File: src/rtl/i2cram_pkg.sv
// ----------------------------------------------------------------------------
// i2cram_pkg
// Types and constants shared by the I2C register access master.
// ----------------------------------------------------------------------------
package i2cram_pkg;

  localparam int unsigned AddrW = 4;
  localparam int unsigned DataW = 32;

  // Register indexes (paddr[3:2])
  localparam logic [1:0] RegHalfBitTicks = 2'd0;
  localparam logic [1:0] RegAckPollLimit = 2'd1;
  localparam logic [1:0] RegSlaveAddress = 2'd2;

  localparam logic [7:0] HalfBitTicksRst = 8'd2;
  localparam logic [7:0] AckPollLimitRst = 8'd250;
  localparam logic [6:0] SlaveAddressRst = 7'd13;

  localparam logic [7:0] PtrCmd = 8'hB0;

  typedef enum logic [12:0] {
    PhIdle     = 13'b0000000000001,
    PhStartA   = 13'b0000000000010,
    PhStartB   = 13'b0000000000100,
    PhTxLow    = 13'b0000000001000,
    PhTxHigh   = 13'b0000000010000,
    PhAckLow   = 13'b0000000100000,
    PhAckHigh  = 13'b0000001000000,
    PhRxLow    = 13'b0000010000000,
    PhRxHigh   = 13'b0000100000000,
    PhNackLow  = 13'b0001000000000,
    PhNackHigh = 13'b0010000000000,
    PhStopA    = 13'b0100000000000,
    PhStopB    = 13'b1000000000000
  } phase_e;

  typedef struct packed {
    logic [7:0] half_bit_ticks;
    logic [7:0] ack_poll_limit;
    logic [6:0] slave_address;
  } cfg_t;

  typedef struct packed {
    logic       kind;
    logic       is_read;
    logic [7:0] reg_address;
    logic [7:0] write_value;
    logic       sda_sample;
  } item_t;

  typedef struct packed {
    logic       scl_level;
    logic       sda_pull_low;
    logic       busy_res;
    logic       done_res;
    logic [7:0] read_byte;
    logic       ack_error;
  } result_t;

endpackage

File: src/rtl/i2cram_cfg.sv
// ----------------------------------------------------------------------------
// i2cram_cfg
// APB-style configuration registers: half bit ticks, ACK poll limit, address.
// ----------------------------------------------------------------------------
module i2cram_cfg (
  input  logic                          clk_i,
  input  logic                          rst_ni,
  input  logic                          psel,
  input  logic                          penable,
  input  logic                          pwrite,
  input  logic [i2cram_pkg::AddrW-1:0]  paddr,
  input  logic [i2cram_pkg::DataW-1:0]  pwdata,
  output logic [i2cram_pkg::DataW-1:0]  prdata,
  output logic                          pready,
  output i2cram_pkg::cfg_t              cfg_o
);

  i2cram_pkg::cfg_t cfg_q, cfg_d;
  logic             wr_en;
  logic [1:0]       reg_idx;

  assign reg_idx = paddr[3:2];
  assign wr_en   = psel && penable && pwrite;
  assign pready  = 1'b1;

  always_comb begin
    cfg_d = cfg_q;
    if (wr_en) begin
      unique case (reg_idx)
        i2cram_pkg::RegHalfBitTicks: cfg_d.half_bit_ticks = pwdata[7:0];
        i2cram_pkg::RegAckPollLimit: cfg_d.ack_poll_limit = pwdata[7:0];
        i2cram_pkg::RegSlaveAddress: cfg_d.slave_address  = pwdata[6:0];
        default: ;
      endcase
    end
  end

  always_comb begin
    unique case (reg_idx)
      i2cram_pkg::RegHalfBitTicks: prdata = {24'd0, cfg_q.half_bit_ticks};
      i2cram_pkg::RegAckPollLimit: prdata = {24'd0, cfg_q.ack_poll_limit};
      i2cram_pkg::RegSlaveAddress: prdata = {25'd0, cfg_q.slave_address};
      default:                     prdata = '0;
    endcase
  end

  always_ff @(posedge clk_i or negedge rst_ni) begin
    if (!rst_ni) begin
      cfg_q.half_bit_ticks <= i2cram_pkg::HalfBitTicksRst;
      cfg_q.ack_poll_limit <= i2cram_pkg::AckPollLimitRst;
      cfg_q.slave_address  <= i2cram_pkg::SlaveAddressRst;
    end else begin
      cfg_q <= cfg_d;
    end
  end

  assign cfg_o = cfg_q;

endmodule

File: src/rtl/i2cram_engine.sv
// ----------------------------------------------------------------------------
// i2cram_engine
// Bus phase sequencer: advances the access by one request per cycle while
// step_i is high and forms the line levels and status that follow the update.
// ----------------------------------------------------------------------------
module i2cram_engine (
  input  logic                 clk_i,
  input  logic                 rst_ni,
  input  logic                 step_i,
  input  i2cram_pkg::item_t    item_i,
  input  i2cram_pkg::cfg_t     cfg_i,
  output i2cram_pkg::result_t  res_o
);

  i2cram_pkg::phase_e phase_q, phase_d;
  logic [7:0] tick_q, tick_d;
  logic [7:0] ack_q, ack_d;
  logic [3:0] bit_idx_q, bit_idx_d;
  logic [1:0] step_q, step_d;
  logic [7:0] shift_q, shift_d;
  logic [7:0] addr_q, addr_d;
  logic [7:0] val_q, val_d;
  logic       rd_q, rd_d;
  logic [7:0] recv_q, recv_d;
  logic       err_q, err_d;
  logic       done;

  logic [7:0] half_ticks;
  logic [7:0] tick_inc;
  logic       elapsed;
  logic [7:0] rx_shift;
  logic [1:0] step_next;

  function automatic logic [7:0] byte_for(input logic [1:0] stp, input logic rd,
                                          input logic [7:0] adr, input logic [7:0] val,
                                          input logic [6:0] slv);
    logic [7:0] wr;
    wr = {slv, 1'b0};
    unique case (stp)
      2'd0:    byte_for = wr;
      2'd1:    byte_for = rd ? i2cram_pkg::PtrCmd : adr;
      2'd2:    byte_for = rd ? adr : val;
      default: byte_for = {slv, 1'b1};
    endcase
  endfunction

  assign half_ticks = (cfg_i.half_bit_ticks == 8'd0) ? 8'd1 : cfg_i.half_bit_ticks;
  assign tick_inc   = (tick_q == 8'hFF) ? 8'hFF : tick_q + 8'd1;
  assign elapsed    = tick_inc >= half_ticks;
  assign rx_shift   = {shift_q[6:0], item_i.sda_sample};
  assign step_next  = step_q + 2'd1;

  always_comb begin
    phase_d   = phase_q;
    tick_d    = tick_q;
    ack_d     = ack_q;
    bit_idx_d = bit_idx_q;
    step_d    = step_q;
    shift_d   = shift_q;
    addr_d    = addr_q;
    val_d     = val_q;
    rd_d      = rd_q;
    recv_d    = recv_q;
    err_d     = err_q;
    done      = 1'b0;

    if (item_i.kind) begin
      // ignore a command while an access runs
      if (phase_q == i2cram_pkg::PhIdle) begin
        rd_d      = item_i.is_read;
        addr_d    = item_i.reg_address;
        val_d     = item_i.write_value;
        err_d     = 1'b0;
        step_d    = 2'd0;
        bit_idx_d = 4'd0;
        ack_d     = 8'd0;
        tick_d    = 8'd0;
        phase_d   = i2cram_pkg::PhStartA;
      end
    end else if (phase_q != i2cram_pkg::PhIdle) begin
      unique case (phase_q)
        i2cram_pkg::PhStartA: begin
          tick_d = tick_inc;
          if (elapsed) begin
            tick_d  = 8'd0;
            phase_d = i2cram_pkg::PhStartB;
          end
        end
        i2cram_pkg::PhStartB: begin
          tick_d = tick_inc;
          if (elapsed) begin
            shift_d   = byte_for(step_q, rd_q, addr_q, val_q, cfg_i.slave_address);
            bit_idx_d = 4'd0;
            tick_d    = 8'd0;
            phase_d   = i2cram_pkg::PhTxLow;
          end
        end
        i2cram_pkg::PhTxLow: begin
          tick_d = tick_inc;
          if (elapsed) begin
            tick_d  = 8'd0;
            phase_d = i2cram_pkg::PhTxHigh;
          end
        end
        i2cram_pkg::PhTxHigh: begin
          tick_d = tick_inc;
          if (elapsed) begin
            shift_d   = {shift_q[6:0], 1'b0};
            bit_idx_d = bit_idx_q + 4'd1;
            tick_d    = 8'd0;
            if (bit_idx_q >= 4'd7) begin
              ack_d   = 8'd0;
              phase_d = i2cram_pkg::PhAckLow;
            end else begin
              phase_d = i2cram_pkg::PhTxLow;
            end
          end
        end
        i2cram_pkg::PhAckLow: begin
          tick_d = tick_inc;
          if (elapsed) begin
            tick_d  = 8'd0;
            phase_d = i2cram_pkg::PhAckHigh;
          end
        end
        i2cram_pkg::PhAckHigh: begin
          if (!item_i.sda_sample) begin
            tick_d = 8'd0;
            if (step_q == 2'd3) begin
              shift_d   = 8'd0;
              bit_idx_d = 4'd0;
              phase_d   = i2cram_pkg::PhRxLow;
            end else if (step_q == 2'd2) begin
              phase_d = i2cram_pkg::PhStopA;
            end else begin
              step_d    = step_next;
              shift_d   = byte_for(step_next, rd_q, addr_q, val_q, cfg_i.slave_address);
              bit_idx_d = 4'd0;
              phase_d   = i2cram_pkg::PhTxLow;
            end
          end else if (ack_q >= cfg_i.ack_poll_limit) begin
            // no ACK in time: abort with a STOP
            err_d   = 1'b1;
            tick_d  = 8'd0;
            phase_d = i2cram_pkg::PhStopA;
          end else begin
            ack_d = ack_q + 8'd1;
          end
        end
        i2cram_pkg::PhRxLow: begin
          tick_d = tick_inc;
          if (elapsed) begin
            tick_d  = 8'd0;
            phase_d = i2cram_pkg::PhRxHigh;
          end
        end
        i2cram_pkg::PhRxHigh: begin
          tick_d = tick_inc;
          if (elapsed) begin
            shift_d   = rx_shift;
            bit_idx_d = bit_idx_q + 4'd1;
            tick_d    = 8'd0;
            if (bit_idx_q >= 4'd7) begin
              recv_d  = rx_shift;
              phase_d = i2cram_pkg::PhNackLow;
            end else begin
              phase_d = i2cram_pkg::PhRxLow;
            end
          end
        end
        i2cram_pkg::PhNackLow: begin
          tick_d = tick_inc;
          if (elapsed) begin
            tick_d  = 8'd0;
            phase_d = i2cram_pkg::PhNackHigh;
          end
        end
        i2cram_pkg::PhNackHigh: begin
          tick_d = tick_inc;
          if (elapsed) begin
            tick_d  = 8'd0;
            phase_d = i2cram_pkg::PhStopA;
          end
        end
        i2cram_pkg::PhStopA: begin
          tick_d = tick_inc;
          if (elapsed) begin
            tick_d  = 8'd0;
            phase_d = i2cram_pkg::PhStopB;
          end
        end
        i2cram_pkg::PhStopB: begin
          tick_d = tick_inc;
          if (elapsed) begin
            tick_d = 8'd0;
            // after a clean pointer set, go on to the read part
            if (rd_q && (step_q == 2'd2) && !err_q) begin
              step_d  = 2'd3;
              phase_d = i2cram_pkg::PhStartA;
            end else begin
              phase_d = i2cram_pkg::PhIdle;
              done    = 1'b1;
            end
          end
        end
        default: phase_d = i2cram_pkg::PhIdle;
      endcase
    end
  end

  // line levels and status after the update
  always_comb begin
    res_o.done_res  = done;
    res_o.busy_res  = (phase_d != i2cram_pkg::PhIdle);
    res_o.read_byte = recv_d;
    res_o.ack_error = err_d;
    unique case (phase_d)
      i2cram_pkg::PhStartB: begin
        res_o.scl_level    = 1'b1;
        res_o.sda_pull_low = 1'b1;
      end
      i2cram_pkg::PhTxLow: begin
        res_o.scl_level    = 1'b0;
        res_o.sda_pull_low = !shift_d[7];
      end
      i2cram_pkg::PhTxHigh: begin
        res_o.scl_level    = 1'b1;
        res_o.sda_pull_low = !shift_d[7];
      end
      i2cram_pkg::PhAckLow, i2cram_pkg::PhRxLow, i2cram_pkg::PhNackLow: begin
        res_o.scl_level    = 1'b0;
        res_o.sda_pull_low = 1'b0;
      end
      i2cram_pkg::PhStopA: begin
        res_o.scl_level    = 1'b0;
        res_o.sda_pull_low = 1'b1;
      end
      i2cram_pkg::PhStopB: begin
        res_o.scl_level    = 1'b1;
        res_o.sda_pull_low = 1'b1;
      end
      default: begin
        res_o.scl_level    = 1'b1;
        res_o.sda_pull_low = 1'b0;
      end
    endcase
  end

  always_ff @(posedge clk_i or negedge rst_ni) begin
    if (!rst_ni) begin
      phase_q   <= i2cram_pkg::PhIdle;
      tick_q    <= 8'd0;
      ack_q     <= 8'd0;
      bit_idx_q <= 4'd0;
      step_q    <= 2'd0;
      shift_q   <= 8'd0;
      addr_q    <= 8'd0;
      val_q     <= 8'd0;
      rd_q      <= 1'b0;
      recv_q    <= 8'd0;
      err_q     <= 1'b0;
    end else if (step_i) begin
      phase_q   <= phase_d;
      tick_q    <= tick_d;
      ack_q     <= ack_d;
      bit_idx_q <= bit_idx_d;
      step_q    <= step_d;
      shift_q   <= shift_d;
      addr_q    <= addr_d;
      val_q     <= val_d;
      rd_q      <= rd_d;
      recv_q    <= recv_d;
      err_q     <= err_d;
    end
  end

endmodule

File: src/rtl/i2c_register_access_master.sv
// ----------------------------------------------------------------------------
// i2c_register_access_master
// I2C master for single register writes and pointer-set-then-read accesses.
// ----------------------------------------------------------------------------
// Each request is either one tick of bus time or an access command, and the
// block takes one request per clock cycle while the output is not stalled:
// it is held in an input register, and when it is stepped the phase
// sequencer updates its state as the levels and status land in a result
// register. The sequencer update is what sets the one-request-per-cycle
// throughput. While a result waits to be taken, one more request is
// accepted into the input register. SCL and SDA timing is counted in
// ticks as set by half_bit_ticks; a command sent while an access runs is
// dropped and yields only a status result.
module i2c_register_access_master (
  input  logic                          clk_i,
  input  logic                          rst_ni,
  input  logic                          psel,
  input  logic                          penable,
  input  logic                          pwrite,
  input  logic [i2cram_pkg::AddrW-1:0]  paddr,
  input  logic [i2cram_pkg::DataW-1:0]  pwdata,
  output logic [i2cram_pkg::DataW-1:0]  prdata,
  output logic                          pready,
  input  logic                          in_valid_i,
  output logic                          in_stall_o,
  input  logic                          kind_i,
  input  logic                          is_read_i,
  input  logic [7:0]                    reg_address_i,
  input  logic [7:0]                    write_value_i,
  input  logic                          sda_sample_i,
  output logic                          out_valid_o,
  input  logic                          out_stall_i,
  output logic                          scl_level_o,
  output logic                          sda_pull_low_o,
  output logic                          busy_res_o,
  output logic                          done_res_o,
  output logic [7:0]                    read_byte_o,
  output logic                          ack_error_o
);

  i2cram_pkg::cfg_t    cfg;
  i2cram_pkg::item_t   item_q, item_d;
  i2cram_pkg::result_t res, res_q;
  logic                in_valid_q, in_valid_d;
  logic                out_valid_q, out_valid_d;
  logic                out_ready;
  logic                step;
  logic                in_take;

  i2cram_cfg u_cfg (
    .clk_i   (clk_i),
    .rst_ni  (rst_ni),
    .psel    (psel),
    .penable (penable),
    .pwrite  (pwrite),
    .paddr   (paddr),
    .pwdata  (pwdata),
    .prdata  (prdata),
    .pready  (pready),
    .cfg_o   (cfg)
  );

  assign out_ready  = !out_valid_q || !out_stall_i;
  assign step       = in_valid_q && out_ready;
  assign in_stall_o = in_valid_q && !out_ready;
  assign in_take    = in_valid_i && !in_stall_o;

  always_comb begin
    item_d.kind        = kind_i;
    item_d.is_read     = is_read_i;
    item_d.reg_address = reg_address_i;
    item_d.write_value = write_value_i;
    item_d.sda_sample  = sda_sample_i;
  end

  always_comb begin
    priority if (in_take) begin
      in_valid_d = 1'b1;
    end else if (step) begin
      in_valid_d = 1'b0;
    end else begin
      in_valid_d = in_valid_q;
    end
  end

  assign out_valid_d = out_ready ? step : out_valid_q;

  i2cram_engine u_engine (
    .clk_i  (clk_i),
    .rst_ni (rst_ni),
    .step_i (step),
    .item_i (item_q),
    .cfg_i  (cfg),
    .res_o  (res)
  );

  always_ff @(posedge clk_i or negedge rst_ni) begin
    if (!rst_ni) begin
      in_valid_q  <= 1'b0;
      out_valid_q <= 1'b0;
    end else begin
      in_valid_q  <= in_valid_d;
      out_valid_q <= out_valid_d;
    end
  end

  // payload registers: item loads on take, result on step, hold otherwise
  always_ff @(posedge clk_i) begin
    if (in_take) begin
      item_q <= item_d;
    end
    if (step) begin
      res_q <= res;
    end
  end

  assign out_valid_o    = out_valid_q;
  assign scl_level_o    = res_q.scl_level;
  assign sda_pull_low_o = res_q.sda_pull_low;
  assign busy_res_o     = res_q.busy_res;
  assign done_res_o     = res_q.done_res;
  assign read_byte_o    = res_q.read_byte;
  assign ack_error_o    = res_q.ack_error;

endmodule
File: config.mk
export PLATFORM = sky130hd
export DESIGN_NAME = i2c_register_access_master
export DESIGN_NICKNAME = d
export VERILOG_FILES = /design/src/rtl/i2cram_pkg.sv /design/src/rtl/i2cram_cfg.sv /design/src/rtl/i2cram_engine.sv /design/src/rtl/i2c_register_access_master.sv
export SDC_FILE = /design/constraint.sdc
export NUM_CORES = 1
export LEC_CHECK = 0
export BUFFER_PORTS_ARGS = -buffer_cell sky130_fd_sc_hd__buf_4
export CAP_MARGIN = 20
export CELL_PAD_IN_SITES_DETAIL_PLACEMENT = 2
export CELL_PAD_IN_SITES_GLOBAL_PLACEMENT = 2
export CORE_MARGIN = 5
export CORE_UTILIZATION = 36
export CTS_CLUSTER_DIAMETER = 60
export DETAILED_ROUTE_END_ITERATION = 6
export GPL_TIMING_DRIVEN = 0
export PLACE_DENSITY = 0.85
export SLEW_MARGIN = 40
export SYNTH_ARGS = -nofsm -noshare
export SYNTH_HDL_FRONTEND = slang
export SYNTH_SLANG_ARGS = --single-unit
File: constraint.sdc
create_clock -name clk_i -period 4.8 [get_ports clk_i]
set_input_delay 0.24 -clock clk_i [delete_from_list [all_inputs] [get_ports clk_i]]
set_output_delay 0.24 -clock clk_i [all_outputs]
set_load 0.01 [all_outputs]
# Yosys cells after proc, flatten, opt, wreduce, memory -nomap -nowiden
# Index checks and enable logic that the tools add are counted.
dict set report totals {
  reg_bits 126
  latch_bits 0
  ram_bits 0
  rom_bits 0
  wordCells 213
  memories 0
}
dict set report classes {
  addsub 4
  mul 0
  div_mod_pow 0
  magnitude_cmp 3
  eq_ne 50
  shifts 0
  muxes 85
  n_bitwise 4
  n_reduce_logical 39
}
# cell n
set op_table {}
lappend op_table {{$mux 8} 29}
lappend op_table {{$mux 13} 17}
lappend op_table {{$pmux 13 s12} 1}
lappend op_table {{$pmux 8 s3} 3}
lappend op_table {{$mux 4} 8}
lappend op_table {{$pmux 8 s2} 2}
lappend op_table {{$pmux 8 s4} 1}
lappend op_table {{$eq 13x10->1 const B} 2}
lappend op_table {{$eq 13x12->1 const B} 2}
lappend op_table {{$eq 13x13->1 const B} 2}
lappend op_table {{$eq 13x3->1 const B} 2}
lappend op_table {{$eq 13x4->1 const B} 2}
lappend op_table {{$eq 13x5->1 const B} 2}
lappend op_table {{$eq 13x6->1 const B} 2}
lappend op_table {{$eq 13x8->1 const B} 2}
lappend op_table {{$ne 13x1->1 const B} 2}
lappend op_table {{$mux 2} 9}
lappend op_table {{$ne 3x2->1 const B} 6}
lappend op_table {{$reduce_and 9->1} 2}
lappend op_table {{$add 8x1->8 const B} 2}
lappend op_table {{$ge 8x8->1} 2}
lappend op_table {{$reduce_and 8->1} 2}
lappend op_table {{$ne 3x3->1 const B} 5}
lappend op_table {{$eq 13x1->1 const B} 1}
lappend op_table {{other kinds (37)} 77}

# Depth between registers and ports, before layout
# Gate-level depths: netlist (run 1).
dict set report depth {
  ltp_word 11
  ltp_mapped 18
  depth_no_buf 16
}

# Hierarchy
# Synthesis (run 1) repeated with hierarchy kept, for this count alone.
dict set report unflattened {
  hier_cells 774
  hier_area_um2 7787.5
}
# module n_inst cells_per_inst area_each_um2 seq_area_each_um2
set by_module_without_submodules {}
lappend by_module_without_submodules {i2cram_engine 1 630 5469.0 1727.9}
lappend by_module_without_submodules {i2cram_cfg 1 104 1265.0 588.1}
lappend by_module_without_submodules {i2c_register_access_master 1 40 1053.5 1011.0}

# Worst setup path after synthesis (run 1)
# OpenSTA, ideal clock, no wires.
dict set report synth_path {
  path_kind {reg-to-reg}
  start {register u_engine.tick_q[0]}
  end {register res_q, in the netlist scl_level_o (data pin)}
  arrival_time_ns 3.614
  required_time_ns 4.528
  path_slack_ns 0.913
  path_stages_with_launch 18
  synth_period_minus_slack_ns 3.887
  cell_sequence {dfrtp_1 -> ha_1 -> and3_1 -> nand3_1 -> and2_1 -> ha_1 -> nand2b_1 -> a2111oi_0 -> o31a_1 -> clkbuf_1 -> clkbuf_1 -> nor3_1 -> a21oi_1 -> o22ai_2 -> xor2_1 -> mux2i_1 -> o311ai_1 -> nand4_1}
}
# item line_no
set synth_rtl {}
lappend synth_rtl {{from (decl)} i2cram_engine.sv:16} ;# logic [7:0] tick_q, tick_d;
lappend synth_rtl {{from (signal assigned)} i2cram_engine.sv:264} ;# tick_q <= tick_d;
lappend synth_rtl {{to (signal assigned)} i2c_register_access_master.sv:113} ;# res_q <= res;
lappend synth_rtl {{to (decl)} i2c_register_access_master.sv:43} ;# i2cram_pkg::result_t res, res_q;

==> results.json, run 1 <==
{
  "outcome": "finished clean",
  "ys_seq_area_share_pct": 43.5,
  "combPwrFrac_pct": 32.5,
  "final_cells": 1213,
  "worstPathMaxFanout": 10,
  "hold_class": "in -> reg",
  "power.clock.fraction_pct": 32.2,
  "die_height_um": 156,
  "syn_avg_cell_area_um2": 9.52,
  "min_path_cells": 3,
  "diodes": 0,
  "postSynth.asyncResetShare_pct": 74.6,
  "initial_core_util_pct": 36.5,
  "endpoint_kind": "register",
  "cp_slowest_stage_delay_ps": 470,
  "hold_path_end": "u_cfg.cfg_o[22]$_DFFE_PN0P_",
  "netlist_instances": 804,
  "cts_sinks": 126,
  "placementRows": 53,
  "grt_pass1_wl_mm": 46.7,
  "slew_headroom_pct": 37.0,
  "reg2reg_from": "u_engine.tick_q[0]$_DFFE_PN0P_",
  "finalClockSkew_ps": 14.0,
  "finish.instance_area_um2": 9410,
  "area_growth_pct": 22.9,
  "synth-seq-cells": 126,
  "most-common-layout-cells": "nand2_1, dfrtp_1, buf_4",
  "drive_above_1_share_pct": 22.4,
  "ios": 110,
  "fp.dieW_um": 156,
  "final_common_cell": "nand2_1",
  "grt_remaining_overflow": 0,
  "path_class": "reg -> reg",
  "grt_max_degree": 95,
  "placed_area_um2": 8540,
  "first_pass_iters": 5,
  "cts_tree": "built",
  "cp_top_family": "simple AND/OR/NAND/NOR gates",
  "worstMarginPinSlew_ps": 933,
  "grt.total_usage_pct": 25.0,
  "place.gp.congestion": 0.843,
  "synthDistinctLibCells": 70,
  "synthesis.area_um2": 7650,
  "clockBufferDepth": 2,
  "hold_viol": 0,
  "route.detailed.drc": 0,
  "hold_start": "pwdata[7]",
  "peakVddDrop_mv": 0.250,
  "net-switching-power_mw": 1.56,
  "fillerInstances": 2264,
  "placedCellCount": 1160,
  "nets": 1014,
  "wire_per_inst_um": 24.9,
  "first_global_vias": 7843,
  "final.min_clock_period_ps": 4480,
  "total_power_mw": 4.07,
  "cts_max_level": 4,
  "synthFlopType": "dfrtp_1",
  "swShare_pct": 38.3,
  "critPathSlowestCell": "a2111oi_4",
  "cts_setup_buffers": 0,
  "clk_pin_slew_ps": 60,
  "portBuffers": 58,
  "rsz0062_at_grt": "no",
  "power.density_nw_per_um2": 433,
  "vias_per_cell": 5.85,
  "core_um2": 21000,
  "dieArea_um2": 24300,
  "vias": 7096,
  "p_leak_nw": 4.15,
  "antenna_found_initial": 0,
  "wirelength_mm": 30.2,
  "synth_edf_count": 32,
  "worstPathArrival_ps": 4640,
  "drv_slew": 0,
  "startpoint_type": "register",
  "period_share_pct": 93.3,
  "crit_chain": "ha_1 -> and3_1 -> nand3_1 -> and2_1 -> ha_1 -> nand2b_1 -> a2111oi_4 -> o31a_2 -> clkbuf_2 -> nor3b_1 -> o21ai_0 -> o211ai_1 -> nor3_2 -> nand3_1 -> nor2_1 -> nand4_1",
  "ys_warn_count": 0,
  "seq_power_share_pct": 35.3,
  "critPathRequiredTime_ps": 4960,
  "cts-root-buf": "clkbuf_16",
  "reg2reg_to": "busy_res_o$_DFFE_PP_",
  "cts_buffers": 17,
  "dp_hpwl_mm": 19.2,
  "clock_latency_ps": 430,
  "intPower_mw": 2.51,
  "setup_viol": 0,
  "drv_cap": 0,
  "drt_iter0_markers": 489,
  "ant_nets": 0,
  "setup_tns_ps": 0,
  "timing.fmax_mhz": 223,
  "crit_buf_inv": 1,
  "worst-r2r-setup-slack_ps": 320,
  "rr_worst_depth": 16
}
[routing by layer]
layer	up-vias	global-route usage, %	part of all wire (%)	routed length (um)
met5	-	0	0	0
met4	0	11.0	3.9	1190
met3	83	4.44	4.3	1310
met2	273	45.2	53	15900
met1	3618	28.7	39	11800
li1	3122	-	-	-
[power groups by stage]
stage               logic [mW]  clock network (mW)  registers [mW]
finish                    1.32                1.31            1.44
global route              1.41                1.38            1.44
CTS                       1.22                1.32            1.42
detailed placement        1.15                   0            1.43
global placement          1.09                   0            1.41
floorplan                0.778                   0            1.37
[cell usage after synthesis (all sizes together) (16+ instances only)]
library cell,number,area [um^2]
nand3,22,110
nand2,108,405
mux2,43,484
buf,37,256
mux2i,17,170
clkbuf,32,121
o21ai,77,385
dfrtp,83,2080
edfxtp,32,961
inv,27,101
a22oi,16,120
nor2,52,195
a21oi,31,155
ha,27,338
[cell families (layout without fill, tap and decap cells)]
logic type	count (synthesis)	in the layout	share of synthesized area, %
compound gates	188	188	15.5
xor+xnor	11	11	1.26
fa+ha+maj	27	27	4.41
buf+inv	96	207	6.26
flops	126	126	43.5
mux	60	60	8.55
other cells	2	25	0.0981
simple gates	294	294	20.4
[state kept, by name, indices dropped and copies added (netlist names)]
name                flops
u_engine.ack_q          8
u_engine.recv_q         8
u_engine.shift_q        8
read_byte_o             8
busy_res_o              1
u_engine.rd_q           1
sda_pull_low_o          1
u_engine.bit_idx_q      4
u_engine.tick_q         8
u_engine.addr_q         8
u_engine.step_q         2
out_valid_o             1
item_q                 19
u_cfg.cfg_o            23
ack_error_o             1
in_valid_q              1
done_res_o              1
u_engine.phase_q       13
scl_level_o             1
u_engine.err_q          1
u_engine.val_q          8
[how the worst max path moves through the flow]
stage	startpoint	end	cells after the start
final	u_engine.tick_q[0]$_DFFE_PN0P_	busy_res_o$_DFFE_PP_	16
after global routing	u_engine.tick_q[0]$_DFFE_PN0P_	busy_res_o$_DFFE_PP_	16
after CTS	u_engine.tick_q[0]$_DFFE_PN0P_	busy_res_o$_DFFE_PP_	16
after detailed placement	u_engine.tick_q[1]$_DFFE_PN0P_	busy_res_o$_DFFE_PP_	17
after global placement	u_engine.tick_q[1]$_DFFE_PN0P_	busy_res_o$_DFFE_PP_	17
after floorplan	u_engine.tick_q[0]$_DFFE_PN0P_	scl_level_o$_DFFE_PP_	17
[cell type report]
cell class              instances  area, um^2  area share, %
plain buffers                  68         377           4.00
clock buffers                  18         429           4.56
clock inverters                14         144           1.53
inverters                      27         101           1.08
multi-input cells             605        4000           42.6
flip-flops and latches        126        3330           35.4
well taps                     275         344           3.66
repair buffers                 80         681           7.24
[worst reg2reg max path, stage by stage, from the launching register on]
cell and delay, ps:
dfrtp_1 430, ha_1 260, and3_1 220, nand3_1 210, and2_1 250, ha_1 260, nand2b_1 180, a2111oi_4 470
o31a_2 340, clkbuf_2 320, nor3b_1 80, o21ai_0 320, o211ai_1 210, nor3_2 260, nand3_1 160, nor2_1 140
nand4_1 100
[timing repair]
action	4_1_cts	5_1_grt
setup endpoints to repair	11	12
hold buffers	21	0
endpoints found under the hold margin	103	0
resized for setup	3	4
[per-stage QoR]
stage	worst slack (ps)	hold WS, ps	util [%]
after floorplan	913	-55.6	-
after global placement	-177	419	40.7
after detailed placement	-269	334	40.8
after CTS	11.7	13.5	44.5
after global routing	7.57	45.8	44.9
final	320	33.3	44.9
Power figures use the tool's default switching activity.
==> inputs of run 2 (changes only) <==
CELL_PAD_IN_SITES_DETAIL_PLACEMENT = default   (was 2)
CELL_PAD_IN_SITES_GLOBAL_PLACEMENT = default   (was 2)
CORE_UTILIZATION = 40   (was 36)
PLACE_DENSITY = 0.62   (was 0.85)
==> run 2 against run 1 <==
- cell count shrank 3.7%
- worst hold slack lost 19 ps
- utilization grew 4.6 points
- setup slack gained 98 ps
- final area shrank 1.3%
- sequential power shrank 3%
- sequential share of layout area grew 0.46 points
- clock skew shrank 3.5 ps
- largest cell class unchanged
- highest routed layer unchanged
==> results.json, run 2 (synthesized netlist as in run 1, its figures left out) <==
{
  "setup_tns_ps": 0,
  "drv_slew": 0,
  "hold_viol": 0,
  "portBuffers": 58,
  "grt.total_usage_pct": 18.4,
  "period_share_pct": 91.3,
  "grt_max_degree": 95,
  "crit_chain": "ha_1 -> and3_1 -> nand3_1 -> and2_1 -> ha_1 -> nand2b_1 -> a2111oi_2 -> o31a_2 -> clkbuf_2 -> nor3b_1 -> o21ai_0 -> o211ai_1 -> nor3_1 -> nand3_1 -> nor2_1 -> nand4_1",
  "critPathSlowestCell": "a2111oi_2",
  "clock_latency_ps": 420,
  "final_common_cell": "nand2_1",
  "cp_slowest_stage_delay_ps": 460,
  "first_global_vias": 6179,
  "placementRows": 50,
  "multi_input_area_um2": 3970,
  "initial_core_util_pct": 40.8,
  "fp.dieW_um": 148,
  "p_leak_nw": 4.14,
  "peakVddDrop_mv": 0.285,
  "core_um2": 18800,
  "worstMarginPinSlew_ps": 770,
  "drive_above_1_share_pct": 22.3,
  "finalClockSkew_ps": 10.6,
  "largest_reg_flops": 23,
  "critPathRequiredTime_ps": 4940,
  "ios": 110,
  "route.detailed.drc": 0,
  "power.density_nw_per_um2": 413,
  "final_cells": 1168,
  "first_pass_iters": 5,
  "cts-root-buf": "clkbuf_16",
  "fin_ws_ps": 417,
  "dp_hpwl_mm": 14.2,
  "ant_nets": 0,
  "pre_cts_ws_ps": -110,
  "rsz0062_at_grt": "no",
  "total_power_mw": 3.83,
  "setup_viol": 0,
  "startpoint_type": "register",
  "final_core_util_pct": 49.5,
  "outcome": "finished clean",
  "antenna_found_initial": 0,
  "cts_buffers": 17,
  "nets": 1010,
  "place.gp.congestion": 0.915,
  "worstPathArrival_ps": 4530,
  "diodes": 0,
  "grt_pass1_wl_mm": 32.5,
  "vias": 6404,
  "placedCellCount": 1119,
  "hold_class": "in -> reg",
  "vias_per_cell": 5.48,
  "wire_per_inst_um": 16.9,
  "path_class": "reg -> reg",
  "drv_cap": 0,
  "most-common-layout-cells": "nand2_1, dfrtp_1, buf_4",
  "grt_remaining_overflow": 0,
  "final.min_clock_period_ps": 4380,
  "clk_pin_slew_ps": 60,
  "worstPathMaxFanout": 10,
  "cts_setup_buffers": 0,
  "timing.fmax_mhz": 228,
  "cts_sinks": 126,
  "endpoint_kind": "register",
  "clockBufferDepth": 2,
  "drt_iter0_markers": 536,
  "regArea_um2": 3330,
  "cts_tree": "built",
  "slew_headroom_pct": 48.2,
  "dieArea_um2": 22000,
  "cts_max_level": 4,
  "area_growth_pct": 21.3,
  "die_height_um": 148,
  "wirelength_mm": 19.7,
  "fillerInstances": 1780
}
==> run 2: changes by cell type in the layout (fill, tap and decap cells not counted), sizes merged <==
cell         change
dlygate4sd3      -3
buf              -1
clkinvlp         -2
bufinv           +1
clkinv           +1
==> run 2: worst max-delay path, delay by kind of cell, from the launching register on <==
family	cells	cell delay, ps
compound gates	4	1240
fa+ha+maj	2	530
buf+inv	1	280
flops	1	420
simple gates	9	1650
==> run 2: metrics by stage <==
stage          hold slack, ps  cell area, um^2
2_1_floorplan           -55.6             7740
3_3_place_gp              418             8470
3_5_place_dp              323             8500
4_1_cts                  8.07             9280
5_1_grt                  1.57             9290
6_report                 14.7             9290
==> run 2: cell type report <==
type,count,area share [%]
clock buffers,18,4.62
clock inverters,14,1.81
flip-flops and latches,126,35.8
inverters,27,1.09
plain buffers,68,4.06
multi-input cells,605,42.7
repair buffers,76,6.71
well taps,234,3.15
==> run 2: worst paths after layout <==
kind,cells after the start,startpoint,endpoint,slack [ps]
max,16,u_engine.tick_q[0]$_DFFE_PN0P_,busy_res_o$_DFFE_PP_,420
min,2,in_valid_i,in_valid_q$_DFFE_PN0P_,10
max reg2reg,16,u_engine.tick_q[0]$_DFFE_PN0P_,busy_res_o$_DFFE_PP_,420
min reg2reg,2,u_engine.recv_q[6]$_DFFE_PN0P_,u_engine.recv_q[6]$_DFFE_PN0P_,470
max in group asynchronous,2,rst_ni,u_engine.phase_q[9]$_DFFE_PN0P_,3840
min in group asynchronous,2,rst_ni,u_cfg.cfg_o[9]$_DFFE_PN0P_,440
==> run 2: layer usage <==
metal | share of wire, % | track usage, %
met5 | 0 | 0
met3 | 5.0 | 2.96
met2 | 48 | 30.2
met4 | 1.6 | 5.73
met1 | 45 | 25.1
==> run 2: repair_timing <==
| item | in CTS | in global routing |
|---|---|---|
| gates cloned | 0 | 0 |
| setup endpoints to repair | 10 | 11 |
| hold buffers | 18 | 0 |
| hold endpoints to repair | 100 | 0 |
| resized for setup | 2 | 3 |
==> run 2: power by group <==
| part | switching [mW] | internal, mW | leakage, nW | total [mW] |
|---|---|---|---|---|
| Combinational | 0.661 | 0.458 | 2.32 | 1.12 |
| Clock | 0.493 | 0.816 | 0.289 | 1.31 |
| Sequential | 0.141 | 1.26 | 1.53 | 1.40 |
| Total | 1.29 | 2.54 | 4.14 | 3.83 |
==> inputs of run 3 (changes only) <==
GPL_TIMING_DRIVEN = default   (was 0)
==> run 3 against run 2 <==
- sequential share of layout area rose by 0.97 points
- final area is 2.6% lower
- register-to-register slack better by 200 ps
- die area stayed put
- clock power rose by 7%
- setup slack gained 200 ps
- first-iteration DRC count increased by 2.8%
- critical path type unchanged
- critical endpoint is now sda_pull_low_o$_DFFE_PP_
- largest power group unchanged
==> results.json, run 3 (synthesized netlist as in run 1, its figures left out) <==
{
  "outcome": "finished clean",
  "ant_nets": 0,
  "diodes": 0,
  "fillerInstances": 1728,
  "crit_buf_inv": 1,
  "critPathSlowestCell": "a2111oi_2",
  "slew_headroom_pct": 43.8,
  "clock_latency_ps": 420,
  "met2_length_mm": 9.15,
  "cts_buffers": 17,
  "cp_slowest_stage_delay_ps": 480,
  "grt.total_usage_pct": 17.6,
  "clk_pin_slew_ps": 60,
  "final_common_cell": "nand2_1",
  "timing.fmax_mhz": 239,
  "worstMarginPinSlew_ps": 832,
  "holdWs_ps": 20.1,
  "final_cells": 1112,
  "cts_max_level": 4,
  "dr.max_layer_used": "met4",
  "vias_per_cell": 5.61,
  "wirelength_mm": 18.9,
  "cts_sinks": 126,
  "cts_setup_buffers": 0,
  "rsz0062_at_grt": "no",
  "cts_tree": "built",
  "initial_core_util_pct": 40.8,
  "finalClockSkew_ps": 5.28,
  "crit_chain": "ha_1 -> and3_1 -> nand3_1 -> and2_1 -> ha_1 -> nand2b_1 -> a2111oi_2 -> o31a_1 -> buf_4 -> nor2_1 -> a221oi_1 -> nand2b_1 -> nor3b_1 -> o21ai_1 -> a311oi_2",
  "ios": 110,
  "placementRows": 50,
  "cts-root-buf": "clkbuf_16",
  "setup_tns_ps": 0,
  "nets": 954,
  "hold_class": "in -> reg",
  "largest_reg_flops": 23,
  "vias": 6235,
  "endpoint_kind": "register",
  "drv_cap": 0,
  "most-common-layout-cells": "nand2_1, dfrtp_1, o21ai_0",
  "met3WireLength_um": 851,
  "hold_viol": 0,
  "startpoint_type": "register",
  "regArea_um2": 3330,
  "path_class": "reg -> reg",
  "fin_ws_ps": 621,
  "worstPathMaxFanout": 19,
  "p_leak_nw": 3.98,
  "wire_per_inst_um": 17.0,
  "first_global_vias": 6068,
  "placedCellCount": 1060,
  "dp_hpwl_mm": 13.3,
  "pre_cts_ws_ps": 479,
  "grt_pass1_wl_mm": 31.2,
  "die_height_um": 148,
  "multi_input_area_um2": 3970,
  "portBuffers": 58,
  "drive_above_1_share_pct": 20.7,
  "drv_slew": 0,
  "place.gp.congestion": 0.935,
  "setup_viol": 0,
  "final.min_clock_period_ps": 4180,
  "grt_remaining_overflow": 0,
  "critPathRequiredTime_ps": 5050,
  "route.detailed.drc": 0,
  "power.density_nw_per_um2": 430,
  "dieArea_um2": 22000,
  "antenna_found_initial": 0,
  "cp_top_family": "compound AO/OA/AOI/OAI gates",
  "period_share_pct": 87.1,
  "core_um2": 18800,
  "fp.dieW_um": 148,
  "grt_max_degree": 53,
  "worstPathArrival_ps": 4430,
  "drt-met1-wl_mm": 8.44,
  "drt_iter0_markers": 551,
  "clockBufferDepth": 2,
  "peakVddDrop_mv": 0.275,
  "first_pass_iters": 5,
  "area_growth_pct": 18.2
}
==> run 3: layout make-up <==
cell class | count | share of cell area, %
clock buffers | 17 | 4.70
clock inverters | 15 | 2.42
inverters | 27 | 1.12
multi-input cells | 605 | 43.9
flip-flops and latches | 126 | 36.8
well taps | 234 | 3.24
repair buffers | 88 | 7.86
==> run 3: metrics by stage <==
step / area [um^2] / total power [mW] / util (%)
finish: 9040 / 3.89 / 48.2
global route: 9040 / 4.12 / 48.2
CTS: 9030 / 3.90 / 48.1
detailed placement: 8180 / 2.47 / 43.6
global placement: 8170 / 2.46 / 43.5
floorplan: 7740 / 2.15 / -
==> run 3: worst paths after layout <==
kind | start | end | slack [ps] | cells after the start
setup / recovery | u_engine.tick_q[0]$_DFFE_PN0P_ | sda_pull_low_o$_DFFE_PP_ | 620 | 15
hold / removal | kind_i | item_q[18]$_DFFE_PP_ | 20 | 1
setup reg to reg | u_engine.tick_q[0]$_DFFE_PN0P_ | sda_pull_low_o$_DFFE_PP_ | 620 | 15
hold reg to reg | u_engine.recv_q[2]$_DFFE_PN0P_ | u_engine.recv_q[2]$_DFFE_PN0P_ | 470 | 2
max in group asynchronous | rst_ni | u_engine.rd_q$_DFFE_PN0P_ | 3320 | 3
min in group asynchronous | rst_ni | u_cfg.cfg_o[15]$_DFFE_PN0P_ | 360 | 2
==> run 3: what timing repair did <==
action / 4_1_cts / 5_1_grt
setup endpoints to repair: 0 / 1
hold buffers: 20 / 0
endpoints found under the hold margin: 51 / 0
gates resized for setup: 0 / 1
==> run 3: routing by layer <==
layer	GRT usage (%)	vias up
li1	-	2995
met1	23.4	3013
met2	28.5	189
met3	3.17	38
met4	7.58	0
met5	0	-
==> run 3: power by group <==
group	internal [mW]	switching, mW	leakage [nW]
logic	0.447	0.591	2.14
registers	1.26	0.191	1.53
clock network	0.919	0.480	0.311
total	2.63	1.26	3.98
